[src/sctb_pkg.sv]
// Shared types and constants for the span clipper.
`default_nettype none
package sctb_pkg;

  localparam int unsigned MaxBoxesDefault = 64;
  localparam int unsigned CountW = 7;
  localparam int unsigned CfgIdxW = 2;
  localparam int unsigned CfgDataW = 17;
  localparam int unsigned BoxW = 64;

  localparam logic [CfgIdxW-1:0] CfgBoxCount = 2'd0;
  localparam logic [CfgIdxW-1:0] CfgSortedMode = 2'd1;
  localparam logic [CfgIdxW-1:0] CfgYMax = 2'd2;

  localparam logic CmdLoadBox = 1'b0;
  localparam logic CmdClipSpan = 1'b1;

  typedef struct packed {
    logic signed [15:0] left;
    logic signed [15:0] top;
    logic signed [15:0] right;
    logic signed [15:0] bottom;
  } box_t;

  typedef struct packed {
    logic signed [16:0] x;
    logic signed [15:0] y;
    logic [15:0]        length;
    logic [15:0]        offset;
    logic               last;
  } seg_t;

endpackage
`default_nettype wire

[src/sctb_ram.sv]
// Generic single-write, single-read RAM with registered read data.
`default_nettype none
module sctb_ram #(
  parameter int unsigned Width = 64,
  parameter int unsigned Depth = 64,
  localparam int unsigned AddrW = (Depth > 1) ? $clog2(Depth) : 1
) (
  input  wire logic             clk_i,
  input  wire logic             we_i,
  input  wire logic [AddrW-1:0] waddr_i,
  input  wire logic [Width-1:0] wdata_i,
  input  wire logic             re_i,
  input  wire logic [AddrW-1:0] raddr_i,
  output logic      [Width-1:0] rdata_o
);

  logic [Width-1:0] mem_q [Depth];

  always_ff @(posedge clk_i) begin
    if (we_i) begin
      mem_q[waddr_i] <= wdata_i;
    end
    if (re_i) begin
      rdata_o <= mem_q[raddr_i];
    end
  end

endmodule
`default_nettype wire

[src/sctb_seg.sv]
// Clips one span against one rectangle and forms the segment fields.
`default_nettype none
module sctb_seg import sctb_pkg::*; (
  input  wire box_t               box_i,
  input  wire logic signed [15:0] x_i,
  input  wire logic signed [16:0] xe_i,
  input  wire logic signed [15:0] y_i,
  output seg_t                    seg_o
);

  logic signed [15:0] xs;
  logic signed [16:0] right_ext;
  logic signed [16:0] xend;
  logic signed [17:0] len;
  logic signed [16:0] off;

  always_comb begin
    xs        = (box_i.left > x_i) ? box_i.left : x_i;
    right_ext = 17'(box_i.right);
    xend      = (right_ext < xe_i) ? right_ext : xe_i;
    len       = 18'(xend) - 18'(xs);
    off       = 17'(xs) - 17'(x_i);
    seg_o.x      = 17'(xs);
    seg_o.y      = y_i;
    // A malformed rectangle can put the clipped end before the start.
    seg_o.length = len[17] ? 16'd0 : len[15:0];
    seg_o.offset = off[15:0];
    seg_o.last   = 1'b0;
  end

endmodule
`default_nettype wire

[src/span_clip_to_box_list_top.sv]
// Top level of the span clipper: sequencer, rectangle table and output stage.
//
// Usage: an input item either loads one clip rectangle into the table
// (command 0) or clips one span (command 1). Both channels use valid and
// stall; an item moves at a clock edge with valid high and stall low.
// A rectangle load is written as it is accepted. A span walks the table one
// rectangle at a time through a single table read port, with an address step
// and then a compare-and-clip step for each rectangle visited. After its
// accept a span runs these steps and a closing step, plus one more address
// step when the walk runs to the end of the table. A span that is skipped
// by the row range or a stopped batch ends at its accept and stays idle.
// Each overlapping rectangle gives one segment; the final one of
// a span carries last. One segment is held back so that last can be set.
// in_stall_o is high while a span is in work. When the receiver stalls, the
// output register holds its item and the walk pauses at the next segment
// that needs room. Reset clears the configuration, band start, stop flag and
// all valid flags; the rectangle table is not cleared and must be loaded
// before use. The user must write configuration while idle (not enforced).
`default_nettype none
module span_clip_to_box_list_top import sctb_pkg::*; #(
  parameter int unsigned MAX_BOXES = MaxBoxesDefault
) (
  input  wire logic                clk_i,
  input  wire logic                rst_ni,
  input  wire logic                cfg_we_i,
  input  wire logic [CfgIdxW-1:0]  cfg_idx_i,
  input  wire logic [CfgDataW-1:0] cfg_data_i,
  input  wire logic                in_valid_i,
  output logic                     in_stall_o,
  input  wire logic                command_i,
  input  wire logic [5:0]          box_index_i,
  input  wire logic signed [15:0]  box_left_i,
  input  wire logic signed [15:0]  box_top_i,
  input  wire logic signed [15:0]  box_right_i,
  input  wire logic signed [15:0]  box_bottom_i,
  input  wire logic signed [15:0]  span_x_i,
  input  wire logic signed [15:0]  span_y_i,
  input  wire logic [14:0]         span_width_i,
  input  wire logic                batch_start_i,
  output logic                     out_valid_o,
  input  wire logic                out_stall_i,
  output logic signed [16:0]       seg_x_o,
  output logic signed [15:0]       seg_y_o,
  output logic [15:0]              seg_length_o,
  output logic [15:0]              src_offset_o,
  output logic                     last_o
);

  localparam int unsigned AddrW = (MAX_BOXES > 1) ? $clog2(MAX_BOXES) : 1;
  localparam logic [CountW-1:0] MaxCount = CountW'(MAX_BOXES);

  typedef enum logic [1:0] {
    ST_IDLE,
    ST_READ,
    ST_EVAL,
    ST_FLUSH
  } state_e;

  state_e             state_q;
  logic [CountW-1:0]  box_count_q;
  logic               sorted_q;
  logic signed [16:0] y_max_q;
  logic [CountW-1:0]  band_q;
  logic               stopped_q;
  logic [CountW-1:0]  idx_q;
  logic signed [15:0] x_q;
  logic signed [15:0] y_q;
  logic signed [16:0] xe_q;
  logic               pend_valid_q;
  seg_t               pend_q;
  logic               out_valid_q;
  seg_t               out_q;

  logic [CountW-1:0]  n_act;
  logic               in_acc;
  logic               ram_we;
  logic               ram_re;
  logic [BoxW-1:0]    ram_rdata;
  box_t               box_w;
  box_t               box_r;
  seg_t               seg_new;
  seg_t               pend_last;
  logic               out_free;
  logic               hit_top, miss_bot, left_past, right_before, full_right, overlap;
  logic signed [16:0] span_y_ext;
  logic signed [16:0] span_xe;
  logic               span_live;
  logic               span_stop;
  logic               span_walk;
  logic               push_eval;
  logic               push_flush;
  logic               out_push;

  assign n_act  = (box_count_q > MaxCount) ? MaxCount : box_count_q;
  assign in_stall_o = (state_q != ST_IDLE);
  assign in_acc = in_valid_i && !in_stall_o;
  assign ram_we = in_acc && (command_i == CmdLoadBox) &&
                  (CountW'(box_index_i) < MaxCount);
  assign ram_re = (state_q == ST_READ) && (idx_q < n_act);
  assign out_free = !out_valid_q || !out_stall_i;
  assign span_y_ext = 17'(span_y_i);
  assign span_xe = 17'(span_x_i) + 17'(span_width_i);

  // A batch start revives a stopped batch before the span is looked at.
  assign span_live = !stopped_q || batch_start_i;
  assign span_stop = sorted_q && span_live && (span_y_ext >= y_max_q);
  assign span_walk = (sorted_q ? span_live : !span_y_i[15]) && (span_y_ext < y_max_q);

  always_comb begin
    box_w.left   = box_left_i;
    box_w.top    = box_top_i;
    box_w.right  = box_right_i;
    box_w.bottom = box_bottom_i;
  end

  sctb_ram #(
    .Width (BoxW),
    .Depth (MAX_BOXES)
  ) u_table (
    .clk_i   (clk_i),
    .we_i    (ram_we),
    .waddr_i (box_index_i[AddrW-1:0]),
    .wdata_i (box_w),
    .re_i    (ram_re),
    .raddr_i (idx_q[AddrW-1:0]),
    .rdata_o (ram_rdata)
  );

  assign box_r = box_t'(ram_rdata);

  sctb_seg u_seg (
    .box_i (box_r),
    .x_i   (x_q),
    .xe_i  (xe_q),
    .y_i   (y_q),
    .seg_o (seg_new)
  );

  always_comb begin
    hit_top      = box_r.top > y_q;
    miss_bot     = box_r.bottom <= y_q;
    left_past    = 17'(box_r.left) > xe_q;
    right_before = box_r.right <= x_q;
    full_right   = xe_q <= 17'(box_r.right);
    overlap      = !left_past && !right_before;
  end

  always_comb begin
    pend_last      = pend_q;
    pend_last.last = 1'b1;
  end

  // The held segment moves out when a new one replaces it or the span closes.
  assign push_eval  = (state_q == ST_EVAL) && !hit_top && !miss_bot &&
                      !(sorted_q && left_past) && overlap && pend_valid_q && out_free;
  assign push_flush = (state_q == ST_FLUSH) && pend_valid_q && out_free;
  assign out_push   = push_eval || push_flush;

  always_ff @(posedge clk_i or negedge rst_ni) begin
    if (!rst_ni) begin
      state_q      <= ST_IDLE;
      box_count_q  <= '0;
      sorted_q     <= 1'b0;
      y_max_q      <= '0;
      band_q       <= '0;
      stopped_q    <= 1'b0;
      idx_q        <= '0;
      pend_valid_q <= 1'b0;
      out_valid_q  <= 1'b0;
    end else begin
      if (cfg_we_i) begin
        unique case (cfg_idx_i)
          CfgBoxCount:   box_count_q <= cfg_data_i[CountW-1:0];
          CfgSortedMode: sorted_q    <= cfg_data_i[0];
          CfgYMax:       y_max_q     <= cfg_data_i;
          default:       ;
        endcase
      end

      if (out_push) begin
        out_q       <= push_flush ? pend_last : pend_q;
        out_valid_q <= 1'b1;
      end else if (!out_stall_i) begin
        out_valid_q <= 1'b0;
      end

      unique case (state_q)
        ST_IDLE: begin
          if (in_acc && (command_i == CmdClipSpan)) begin
            x_q  <= span_x_i;
            y_q  <= span_y_i;
            xe_q <= span_xe;
            if (batch_start_i) begin
              band_q <= '0;
            end
            if (span_stop) begin
              stopped_q <= 1'b1;
            end else if (batch_start_i) begin
              stopped_q <= 1'b0;
            end
            if (span_walk) begin
              idx_q   <= (sorted_q && !batch_start_i) ? band_q : '0;
              state_q <= ST_READ;
            end
          end
        end
        ST_READ: begin
          state_q <= (idx_q < n_act) ? ST_EVAL : ST_FLUSH;
        end
        ST_EVAL: begin
          priority if (hit_top) begin
            state_q <= ST_FLUSH;
          end else if (miss_bot) begin
            idx_q <= idx_q + 1'b1;
            if (sorted_q) begin
              band_q <= idx_q + 1'b1;
            end
            state_q <= ST_READ;
          end else if (sorted_q && left_past) begin
            state_q <= ST_FLUSH;
          end else if (overlap) begin
            if (!pend_valid_q || out_free) begin
              pend_q       <= seg_new;
              pend_valid_q <= 1'b1;
              if (sorted_q && full_right) begin
                state_q <= ST_FLUSH;
              end else begin
                idx_q   <= idx_q + 1'b1;
                state_q <= ST_READ;
              end
            end
          end else begin
            idx_q   <= idx_q + 1'b1;
            state_q <= ST_READ;
          end
        end
        ST_FLUSH: begin
          if (!pend_valid_q) begin
            state_q <= ST_IDLE;
          end else if (out_free) begin
            pend_valid_q <= 1'b0;
            state_q      <= ST_IDLE;
          end
        end
        default: state_q <= ST_IDLE;
      endcase
    end
  end

  assign out_valid_o  = out_valid_q;
  assign seg_x_o      = out_q.x;
  assign seg_y_o      = out_q.y;
  assign seg_length_o = out_q.length;
  assign src_offset_o = out_q.offset;
  assign last_o       = out_q.last;

  // A held segment never survives past the end of its span.
  assert property (@(posedge clk_i) disable iff (!rst_ni)
    state_q == ST_IDLE |-> !pend_valid_q)
    else $error("held segment left behind at end of span");

  // The walk only evaluates rectangles inside the active count.
  assert property (@(posedge clk_i) disable iff (!rst_ni)
    state_q == ST_EVAL |-> idx_q < n_act)
    else $error("table walk beyond the active rectangle count");

  // In sorted mode the band start never runs ahead of the walk.
  assert property (@(posedge clk_i) disable iff (!rst_ni)
    (state_q == ST_EVAL && sorted_q) |-> band_q <= idx_q)
    else $error("band start ahead of walk index");

  // A segment is only pushed out while the output register has room.
  assert property (@(posedge clk_i) disable iff (!rst_ni)
    (out_valid_q && out_stall_i) |=> $stable(out_q))
    else $error("output item overwritten while stalled");

endmodule
`default_nettype wire
[config.mk]
export PLATFORM = sky130hd
export DESIGN_NAME = span_clip_to_box_list_top
export DESIGN_NICKNAME = d
export VERILOG_FILES = /design/src/sctb_pkg.sv /design/src/sctb_ram.sv /design/src/sctb_seg.sv /design/src/span_clip_to_box_list_top.sv
export SDC_FILE = /design/constraint.sdc
export NUM_CORES = 2
export LEC_CHECK = 0
export ABC_AREA = 1
export BUFFER_PORTS_ARGS = -buffer_cell sky130_fd_sc_hd__buf_2
export CAP_MARGIN = 20
export CELL_PAD_IN_SITES_DETAIL_PLACEMENT = 1
export CELL_PAD_IN_SITES_GLOBAL_PLACEMENT = 2
export CORE_MARGIN = 2
export CORE_UTILIZATION = 40
export CTS_CLUSTER_SIZE = 14
export DETAILED_ROUTE_END_ITERATION = 16
export PLACE_DENSITY_LB_ADDON = 0.1
export SLEW_MARGIN = 40
export SYNTH_ARGS = -nofsm -noshare
export SYNTH_HDL_FRONTEND = slang
export SYNTH_SLANG_ARGS = --single-unit
[constraint.sdc]
create_clock -name clk_i -period 12.7 [get_ports clk_i]
set_input_delay 3.81 -clock clk_i [delete_from_list [all_inputs] [get_ports clk_i]]
set_output_delay 3.81 -clock clk_i [all_outputs]
set_load 0.01 [all_outputs]
# Word-level counts from Yosys, hierarchy flattened
# Memories as Yosys holds them, arrays and structs flattened. A register that Yosys moved wholly into a read port is not among the register bits.
# Cells that the tools add are included.
# W data, S select, Z words.
# word_totals
reg_bits	222
ram_bits	4096
inputBits	143
output_inout_bits	68
elab_cells	160
memories	1
# op_classes
addsub	4
order_cmp	11
n_eq_ne	21
muxes	46
n_bitwise	4
n_reduce_logical	52
# memory_table
memory	words	width	read_ports	rd_ports_with_merged_regs	wr	line	text
u_table.mem_q	64	64	1	1	1	sctb_ram.sv:17	logic [Width-1:0] mem_q [Depth];
# ops
operator	n
$mux W7	15
$lt A16 B17 Y1	2
$gt A16 B16 Y1	2
$le A16 B16 Y1	2
$pmux W7 S2	2
$mux W2	10
$logic_and A1 B1 Y1	19
$ne A2 B2 Y1 const B	9
$sub A17 B16 Y18	1
$add A16 B16 Y17	1
$ge A16 B17 Y1	1
$gt A16 B17 Y1	1
$le A17 B16 Y1	1
$mux W17	1
$mux W16	1
$sub A16 B16 Y16	1
$mux W1	15
$reduce_and A7 Y1	2
$logic_not A1 Y1	12
$reduce_and A6 Y1	2
$pmux W2 S4	1
$reduce_and A2 Y1	4
$reduce_bool A2 Y1	4
$add A7 B1 Y7 const B	1
15 further kinds	28

# Depth between registers and ports, before layout
# depth
word_depth	10
mapped_depth	34
ltp_nobuf	33

# By module
# Synthesis repeated with hierarchy kept, for this count alone.
# unflattened
hier_cells	14927
hier_area_um2	180025.2
# by_module_without_submodules
module	instances	cells_per_inst	area_each_um2	seq_area_each_um2
sctb_ram	1	13405	165950.4	124919.8
span_clip_to_box_list_top	1	1003	11031.8	6536.3
sctb_seg	1	519	3042.9	0.0

# Least setup slack after synthesis
# OpenSTA, ideal clock, no wires.
# synth_path
path_type	input to register
start	input out_stall_i
end	register pend_q (netlist bit pend_last[10]), enable pin
setup_ps	565
arrival_ps	8397
t_required_ps	12135
path_slack_ps	3738
cell_stages	3
path_cell_list	nand2_1 > nor2_1 > nor3_1
# synth_between
elab_chain_cells	4
# synth_rtl
item	line	text
start, declared	span_clip_to_box_list_top.sv:41	input wire logic out_stall_i,
$logic_not A1 Y1	--	
$logic_or A1 B1 Y1	span_clip_to_box_list_top.sv:100	assign out_free = !out_valid_q || !out_stall_i;
$logic_or A1 B1 Y1	span_clip_to_box_list_top.sv:222	if (!pend_valid_q || out_free) begin
$reduce_and A7 Y1 (no source line)	--	
end signal, assigned	span_clip_to_box_list_top.sv:223	pend_q <= seg_new;
end, declared	span_clip_to_box_list_top.sv:70	seg_t pend_q;
# Every way passes these cells.
# A chain may end at the register's enable or synchronous reset.

# Worst setup path in the final report
# layout_path
start	input in_valid_i
end	memory u_table.mem_q[36][53], enable pin
# layout_between
elab_chain_cells	4
# layout_rtl
item	line	text
start, declared	span_clip_to_box_list_top.sv:28	input wire logic in_valid_i,
$logic_and A1 B1 Y1	span_clip_to_box_list_top.sv:96	assign in_acc = in_valid_i && !in_stall_o;
$logic_and A1 B1 Y1	span_clip_to_box_list_top.sv:97	assign ram_we = in_acc && (command_i == CmdLoadBox) &&
$mux W1	sctb_ram.sv:20	if (we_i) begin
$mux W1 (implied by the code)	sctb_ram.sv:21	mem_q[waddr_i] <= wdata_i;
end, declared	sctb_ram.sv:17	
# Every way passes these cells.

==> key figures <==
STA
  • Final hold vios: 0
  • RSZ-0062 raised after global routing: false
  • Final Max Slew Viols: 0
  • Number of setup violations in the final report: 0
  • Final Critical Period: roughly 7 ns
  • Fmax: approximately 140 MHz
  • Setup ws final: around 5.7 ns
  • Clk_skew: 0.0571 ns
  • Tcrit/Tclk final: roughly 55%
  • Slew of the pin with the lowest slew margin: around 0.96 ns
  • Max transition margin: between 30% and 40%
  • Final TNS setup: 0 ns

Setup path
  • Worst r2r path cells: 9
  • Worst Path Max Fanout: 31
  • Critical-path top delay cell: buf_4
  • Setup Crit Path Kind: in -> reg
  • CP Data Required Time: approximately 13 ns
  • Worst reg2reg path startpoint: idx_q[0]
  • CP peak stage delay: around 0.7 ns
  • CP most frequent cell: buf_4
  • Worst R2R End: u_table.rdata_o[27]
  • Worst reg2reg setup slack: 6.74 ns
  • CP Capture Type: flop
  • Crit-path cells: buf_2, nand2_1, nor2_4, buf_4, inv_1, nor2_1, nand3_2, nor2_4, buf_4, buf_4
  • WP data arrival: ~7.6 ns
  • Setup crit start kind: input port

Layout
  • Final Non-Filler Cells: around 19,000
  • Fin util: between 40% and 50%
  • Nets: between 10,000 and 15,000
  • Fin area: about 0.2 mm^2
  • Layout area overhead: 14.0%
  • Most frequent cells in the layout: edfxtp_1 (4,338), o21ai_0 (2,132), nor2_1 (2,117)
  • Most common cell after layout, fill and taps aside: edfxtp_1
  • Number of fill cells: ~43,000
  • Share of cells above drive strength 1: about a tenth

Logic synthesis
  • Number of synthesized flops with an enable pin: between 4,000 and 5,000
  • Synth Net Count: 13,000
  • Async SR Flop Fraction: 1.00%
  • #FFs+latches synth: about 4,400
  • Mapped Area: 0.173 mm^2
  • Largest area contributor in the netlist: edfxtp_1
  • Area contributors post-synth: edfxtp_1 (75%), o21ai_0 (6.2%), nor2_1 (4.7%)
  • Sequential element share of the synthesized area: approximately three quarters
  • Post-synth top area share: 75.4%
  • Post-Syn Instances: ~13,000
  • Syn_area_per_cell: approximately 14 um^2
  • Top_reg_cell synth: edfxtp_1
  • Yosys warning count: 0
  • Count of unique library cells instantiated by Yosys: 49

Clocking
  • Cts bufs inserted: about 470
  • CTS sink cnt: roughly 4,400
  • # Post-CTS Setup Buffers: 0
  • Clock latency on the worst-skew pair: 1.03 ns
  • Cts repair resizes: 0
  • H-Tree Depth: 5
  • CTS tree: done
  • Root buffer cell: clkbuf_16
  • Worst-path clk slew: approximately 0.060 ns
  • Clock buffer depth: 4
  • Post-cts hold buffer count: 0

Die
  • Die area: 0.437 mm^2
  • Initial Utilization: around two fifths
  • Ports: approximately 210
  • Die H: approximately 660 um
  • Core area: between 0.4 and 0.5 mm^2
  • Die width: ~660 um
  • Site row count: around 240

GRT
  • Number of global-route vias before repair: roughly 110k
  • Met3 usage: about 3.8%
  • Met1 GRT Util: 40.6%
  • GRT Util Overall: between 20% and 30%
  • Largest net degree at the start of global routing: between 150 and 200
  • Most used routing layer in global routing: met2
  • Initial antenna violation count: 80
  • Congestion Overflow GR: 0
  • GR Util met2: between 40% and 50%
  • Global-route wire length before repair: between 900,000 and 1,000,000 um

Placed design
  • Inst Count DP: roughly 18,000
  • Pre-CTS WS: between 4 and 5 ns
  • Placed cell areas: around 0.18 mm^2
  • Port Buffers: 210
  • Hpwl dp: between 300,000 and 400,000 um
  • GP Congestion: 0.871

Flow run
  • Max Cap Viol: 0

Min path
  • Hold_sp: pend_last[57]
  • Worst Hold Path Cells: 0
  • Hold WC Path Type: reg -> reg
  • Hold endpoint: seg_x_o[8]

Power
  • VDD IR max: 0.192 mV
  • Pwr dens: 221 mW/mm^2
  • Leakage power: 63.9 nW

Status
  • Status: finished, final reports clean

Route
  • Via count: 115,000
  • WL/cell: roughly 35 um
  • Routed WL: 657,000 um
  • DRC errors left: 0
  • Pre-antenna DRT Iters: 5
  • Starting DRT DRC Count: 13,600
  • Drt via density: roughly 6
  • DRT antenna net count: 0
==> how the worst max path moves through the flow <==
stage	start	end	slack, ns	cells after the start
after global routing	in_valid_i	u_table.mem_q[36][41]	5.68	10
final	in_valid_i	u_table.mem_q[36][53]	5.72	10
after floorplan	out_stall_i	pend_last[10]	3.74	3
after detailed placement	in_valid_i	u_table.mem_q[38][14]	4.52	10
after CTS	in_valid_i	u_table.mem_q[38][49]	5.60	10
after global placement	in_valid_i	u_table.mem_q[36][14]	4.13	10
==> critical path: cells and delay by family <==
| family | cells | cell delay [ns] |
|---|---|---|
| and+or+nand+nor | 5 | 1.98 |
| buffers and inverters | 5 | 1.70 |
==> state kept, by name, indices dropped and copies added, names as in the netlist, 2 cells and up <==
signal and flops:
band_q 7, box_count_q 7, idx_q 7, pend_last 64, seg_length_o 16, seg_x_o 16
seg_y_o 16, src_offset_o 16, state_q 2, u_table.mem_q 4096, u_table.rdata_o 64, x_q 16
xe_q 17, y_max_q 17, y_q 16
==> cell type report <==
| class | count | area [um^2] | area share [%] |
|---|---|---|---|
| clock buffers | 588 | 12400 | 6.31 |
| clock inverters | 287 | 2640 | 1.34 |
| flip-flops and latches | 4382 | 131000 | 66.7 |
| repair buffers | 551 | 4680 | 2.38 |
| inverters | 214 | 851 | 0.432 |
| multi-input cells | 7214 | 37900 | 19.2 |
| well taps | 5710 | 7140 | 3.62 |
| diodes | 16 | 40.0 | 0.0203 |
==> stage by stage <==
step / power (mW) / hold WS, ns
2_1_floorplan: 23.6 / 0.400
3_3_place_gp: 29.7 / 0.404
3_5_place_dp: 30.0 / 0.405
4_1_cts: 43.6 / 0.384
5_1_grt: 45.0 / 0.409
6_report: 43.5 / 0.392
==> power by group <==
| group | switching (mW) | internal [mW] | total (mW) |
|---|---|---|---|
| registers | 0.256 | 16.3 | 16.6 |
| clock network | 5.81 | 7.84 | 13.7 |
| logic | 10.1 | 3.10 | 13.2 |
| total | 16.2 | 27.3 | 43.5 |
==> synth_stat cells, types with 149 or more instances <==
cell type and n:
nor2_1 2186, clkbuf_1 755, nand2_1 656, a21oi_1 227, o22ai_1 621, o21ai_0 2132
nand3_1 318, ha_1 167, o221ai_1 406, nand4_1 149, edfxtp_1 4338, inv_1 209
==> metal layers <==
metal / up-vias / part of all wire, %
li1: 48500 / -
met1: 61100 / 42
met2: 4725 / 47
met3: 879 / 7.1
met4: 20 / 3.7
met5: - / 0.018
==> logic make-up (layout without fill, tap and decap cells) <==
group	Yosys count	in the layout	synth area share (%)
AO/OA/AOI/OAI	3639	3639	12.3
XOR/XNOR	36	36	0.182
adder cells (fa/ha/maj)	170	170	1.24
buffers and inverters	1092	1640	2.44
flip-flops	4382	4382	76.0
other	0	16	0
AND/OR/NAND/NOR	3369	3369	7.87
(Power assumes the default switching activity.)
